`config.mk`:
```
export PLATFORM = sky130hd
export DESIGN_NAME = tcw_cursor
export DESIGN_NICKNAME = d
export VERILOG_FILES = /design/src/sv/tcw_pkg.sv /design/src/sv/tcw_cursor.sv
export SDC_FILE = /design/constraint.sdc
export NUM_CORES = 1
export LEC_CHECK = 0
export ABC_AREA = 1
export BUFFER_PORTS_ARGS = -buffer_cell sky130_fd_sc_hd__buf_4
export CELL_PAD_IN_SITES_DETAIL_PLACEMENT = 1
export CELL_PAD_IN_SITES_GLOBAL_PLACEMENT = 2
export CORE_ASPECT_RATIO = 0.5
export CORE_UTILIZATION = 32
export CTS_CLUSTER_SIZE = 10
export DETAILED_ROUTE_END_ITERATION = 8
export PLACE_DENSITY_LB_ADDON = 0.1
export RECOVER_POWER = 50
export REMOVE_ABC_BUFFERS = 1
export SYNTH_ARGS = -nofsm -noshare
export SYNTH_HDL_FRONTEND = slang
export SYNTH_SLANG_ARGS = --single-unit
export TNS_END_PERCENT = 5
```
`constraint.sdc`:
```
create_clock -name clk -period 3.11 [get_ports clk]
set_input_delay 0.933 -clock clk [delete_from_list [all_inputs] [get_ports clk]]
set_output_delay 0.933 -clock clk [all_outputs]
set_load 0.005 [all_outputs]
```
`src/sv/tcw_pkg.sv`:
```
// ----------------------------------------------------------------------------
// tcw_pkg: shared types and constants for the text console writer
// Command codes, control characters, field widths and cursor control types.
// ----------------------------------------------------------------------------
package tcw_pkg;

  localparam int COMMAND_W = 2;
  localparam int CHAR_W    = 8;
  localparam int COL_W     = 7;
  localparam int ROW_W     = 5;
  localparam int INDEX_W   = 11;
  // width of cell_col + cell_row * COLUMNS for the widest legal geometry
  localparam int LIN_W     = 12;

  localparam logic [CHAR_W-1:0] CHAR_NEWLINE   = 8'd10;
  localparam logic [CHAR_W-1:0] CHAR_BACKSPACE = 8'd8;

  typedef enum logic [COMMAND_W-1:0] {
    CMD_PUT   = 2'd0,
    CMD_READ  = 2'd1,
    CMD_CLEAR = 2'd2
  } cmd_t;

  typedef enum logic [2:0] {
    ST_INIT,
    ST_IDLE,
    ST_READ,
    ST_CLEAR,
    ST_SCROLL,
    ST_FLUSH
  } state_t;

  typedef enum logic [1:0] {
    CUR_ADVANCE,
    CUR_NEWLINE,
    CUR_BACK,
    CUR_HOME
  } cur_op_t;

  typedef struct packed {
    logic    en;
    cur_op_t op;
  } cur_cmd_t;

  typedef struct packed {
    logic last_col;
    logic last_row;
  } cur_stat_t;

endpackage

```
`src/sv/tcw_cursor.sv`:
```
// ----------------------------------------------------------------------------
// tcw_cursor: cursor column, row and linear index
// Keeps the index in step with column and row, no multiplier needed.
// ----------------------------------------------------------------------------
module tcw_cursor #(
  parameter int COLUMNS = 80,
  parameter int ROWS    = 25,
  parameter int CW      = 7,
  parameter int RW      = 5,
  parameter int AW      = 11
) (
  input  logic                clk,
  input  logic                rst,
  input  tcw_pkg::cur_cmd_t   cmd,
  output tcw_pkg::cur_stat_t  stat,
  output logic [CW-1:0]       col,
  output logic [RW-1:0]       row,
  output logic [AW-1:0]       idx
);
  import tcw_pkg::*;

  logic [CW-1:0] col_next;
  logic [RW-1:0] row_next;
  logic [AW-1:0] idx_next;

  assign stat.last_col = (col == CW'(COLUMNS - 1));
  assign stat.last_row = (row == RW'(ROWS - 1));

  always_comb begin
    col_next = col;
    row_next = row;
    idx_next = idx;
    if (cmd.en) begin
      case (cmd.op)
        CUR_ADVANCE: begin
          if (!stat.last_col) begin
            col_next = col + CW'(1);
            idx_next = idx + AW'(1);
          end else if (!stat.last_row) begin
            col_next = '0;
            row_next = row + RW'(1);
            idx_next = idx + AW'(1);
          end else begin
            // scroll: stays on bottom row, column 0
            col_next = '0;
            idx_next = idx + AW'(1) - AW'(COLUMNS);
          end
        end
        CUR_NEWLINE: begin
          col_next = '0;
          if (stat.last_row) begin
            idx_next = idx - AW'(col);
          end else begin
            row_next = row + RW'(1);
            idx_next = idx - AW'(col) + AW'(COLUMNS);
          end
        end
        CUR_BACK: begin
          if (col != '0) begin
            col_next = col - CW'(1);
            idx_next = idx - AW'(1);
          end else if (row != '0) begin
            col_next = CW'(COLUMNS - 1);
            row_next = row - RW'(1);
            idx_next = idx - AW'(1);
          end
        end
        CUR_HOME: begin
          col_next = '0;
          row_next = '0;
          idx_next = '0;
        end
        default: begin
          col_next = col;
        end
      endcase
    end
  end

  always_ff @(posedge clk) begin
    if (rst) begin
      col <= '0;
      row <= '0;
      idx <= '0;
    end else begin
      col <= col_next;
      row <= row_next;
      idx <= idx_next;
    end
  end

endmodule

```
==> reports/qor.csv <==
metric;value;unit
Final #Nets;492;
fin. max-slew vios;0;
Gate Count Post-Synth;443;
vias per std cell;5.21;
Total Die Area;8750;µm²
Residual DRC;0;
clk sinks;23;
core box area;8060;µm²
WP data required;3.28;ns
RSZ-0062 raised after global routing;false;
setup TNS;0;ns
Final Hold Viols;0;
Static Leak;1.49;nW
commonest cells in the netlist;nand2_1 (105), inv_1 (55), nor2_1 (45);
clock network power share;0.226;
switching power;0.000617;W
multi-input logic area;1910;µm²
critical path class;reg -> reg;
first-pass GRT wire length;14800;µm
Synth Area in Compound Gates;0.188;
Iteration-0 DRC Markers;119;
share of the synthesized area in the top cell type;0.172;
# setup viols final;0;
GP Congestion;0.829;
ys flop type;dfxtp_1;
# port buffers;29;
ant diodes;0;
TritonCTS clock tree;done;
DP HPWL;7490;µm
final WL;9300;µm
1st-pass router iterations;4;
share of layout cells above drive strength 1;0.145;
EDFF count, synth;0;
setup bufs post-CTS;0;
Max Clock Skew;0.00868;ns
Die Ht;66.6;µm
CP delay by family, top;adder cells;
Total Routing Usage GR;0.219;
vias in the first global route;2939;
post-synth cell types;40;
number of buffers created by CTS;3;
Slew @ Worst Pin;0.463;ns
Startpoint Class;flip-flop;
CTS H-tree lvls;1;
hold_buf cts;0;
Remaining Overflow, GRT;0;
FF+latch count, synth;23;
residual antenna-violating net count after detailed routing;0;
main combinational cell family by area after synthesis;simple AND/OR/NAND/NOR gates;
Synth Warn #;0;
peak supply drop;0.000245;V
Routed WL per cell;16.0;µm
Mean Syn Cell Area;6.04;µm²
WP data arrival;2.87;ns
Area contributors post-synth;dfxtp_1 (17%), nand2_1 (15%), inv_1 (7.7%), ha_1 (7.5%), nand3_1 (7.5%);
Reg clk slew, reported paths;0.07;ns
dominant cell type by area after synthesis;dfxtp_1;
post-synthesis mux area share;0;
Setup crit end kind;flip-flop;
max cap viols;0;
Logic pwr share;0.490;
worst-path fanout max;7;
Async SR Flop Fraction;0;
Initial Utilization;0.332;
Area Overhead vs Synth;14.8;%
Internal;0.000739;W
Post-Synth XOR/XNOR Area;0.0262;
fill count;1092;
die span in x;131;µm
largest net degree at the start of global routing;19;
Buffers & Inverters on Critical Path;4;
clk_lat worst skew;0.27;ns
Max-slew headroom;0.690;
Hold Path Class;reg -> reg;
CP dominant cell by count;nand2_1;
CP Cell Sequence;inv_1 > ha_1 > fa_1 > inv_1 > nand2_1 > nand2_1 > nand3_1 > nand2_1 > inv_1 > ha_1 > a21oi_1 > nor2_1 > nand2_1 > nand2_1 > nand3_1 > nand3_1 > nand2_1 > inv_1;
routed vias;3021;
CTS Buffer Depth;2;
post-synthesis sequential area ratio;0.172;
Net Sw Frac;0.455;
simple-gate share of the synthesized area;0.411;
Max Clock Freq;0.370;GHz
CTS root buf;clkbuf_16;
Seq. cell area;460;µm²
outcome;complete, no violations;
crit-path max cell delay;0.41;ns
Reg power frac;0.284;
Slowest cell on crit path;dfxtp_1;
min Tclk post-route;2.70;ns
mapped cell area;2670;µm²
Ports;30;
Synth Area in Adders;0.0898;
post_cts resized;0;
most common cell in the synthesized netlist;nand2_1;
Pwr Density;442;nW/µm²
initial antenna violation count;0;
Fin Hold WS;0.561;ns
row cnt;23;
Final Cycle Share;0.868;
==> worst reg2reg max path, stage by stage, from the launching register on <==
cell	delay [ns]
dfxtp_1	0.41
inv_1	0.18
ha_1	0.25
fa_1	0.36
inv_1	0.08
nand2_1	0.07
nand2_1	0.14
nand3_1	0.09
nand2_1	0.09
inv_1	0.06
ha_1	0.23
a21oi_1	0.21
nor2_1	0.10
nand2_1	0.07
nand2_1	0.04
nand3_1	0.07
nand3_1	0.08
nand2_1	0.06
inv_1	0.03
==> path summary, 6_finish.rpt <==
check	slack [ns]	startpoint	cells past startpoint	endpoint
max	0.41	idx[0]	18	idx[10]
min	0.56	row[3]	2	row[3]
max reg2reg	0.41	idx[0]	18	idx[10]
min reg2reg	0.56	row[3]	2	row[3]
==> flip-flops by register name, summed over array words and instances, names as in the netlist <==
signal,flops
idx,11
row,5
col,7
==> placed cells by master, fill, tap and decap left out, types with 3 or more instances in the layout <==
cell type	n
inv_2	3
xor2_1	8
a221oi_1	3
o22ai_1	3
inv_1	55
nor2_1	45
nor2_2	3
buf_4	11
nand2_1	106
nand3b_1	3
clkbuf_4	22
nor2_4	5
dfxtp_1	23
a211oi_1	7
ha_1	16
o21ai_0	32
nand4_1	10
a31oi_1	4
nand3_1	40
nand2_2	6
clkbuf_16	3
a21oi_1	31
or2_2	3
nor3_2	3
nor3_1	4
==> routing by layer <==
metal,track usage,share of wire
met1,0.305,0.53
met2,0.365,0.44
met3,0.0426,0.024
met4,0.0189,0.0020
met5,0,0
==> cell families (layout without fill, tap and decap cells) <==
kind of cell | after synthesis | in the layout
and+or+nand+nor | 233 | 233
AOI/OAI and AO/OA | 88 | 88
buffers and inverters | 73 | 98
DFF | 23 | 23
adders and majority gates | 18 | 18
xor gates and xnor gates | 8 | 8
==> stage by stage <==
stage | cells | worst slack [ns] | cell area (µm²) | power [W] | util
final | 580 | 0.411 | 3070 | 0.00136 | 0.381
after detailed placement | 576 | 0.321 | 2990 | 0.00106 | 0.371
after global placement | 576 | 0.348 | 2990 | 0.00103 | 0.371
after CTS | 580 | 0.381 | 3080 | 0.00137 | 0.382
after floorplan | 430 | 0.320 | 2600 | 0.000844 | -
after global routing | 580 | 0.0860 | 3070 | 0.00148 | 0.381
==> power groups by stage <==
stage | sequential (W) | clock, W | combinational [W]
2_1_floorplan | 0.000379 | 0 | 0.000465
3_3_place_gp | 0.000392 | 0 | 0.000642
3_5_place_dp | 0.000393 | 0 | 0.000664
4_1_cts | 0.000386 | 0.000318 | 0.000669
5_1_grt | 0.000392 | 0.000331 | 0.000757
6_report | 0.000386 | 0.000306 | 0.000664
==> final cells by class <==
type,count,area share
multi-input cells,347,0.622
flip-flops and latches,23,0.150
repair buffers,34,0.0819
inverters,60,0.0738
well taps,112,0.0457
clock buffers,3,0.0245
clock inverters,1,0.00245
Power figures use the tool's default switching activity.
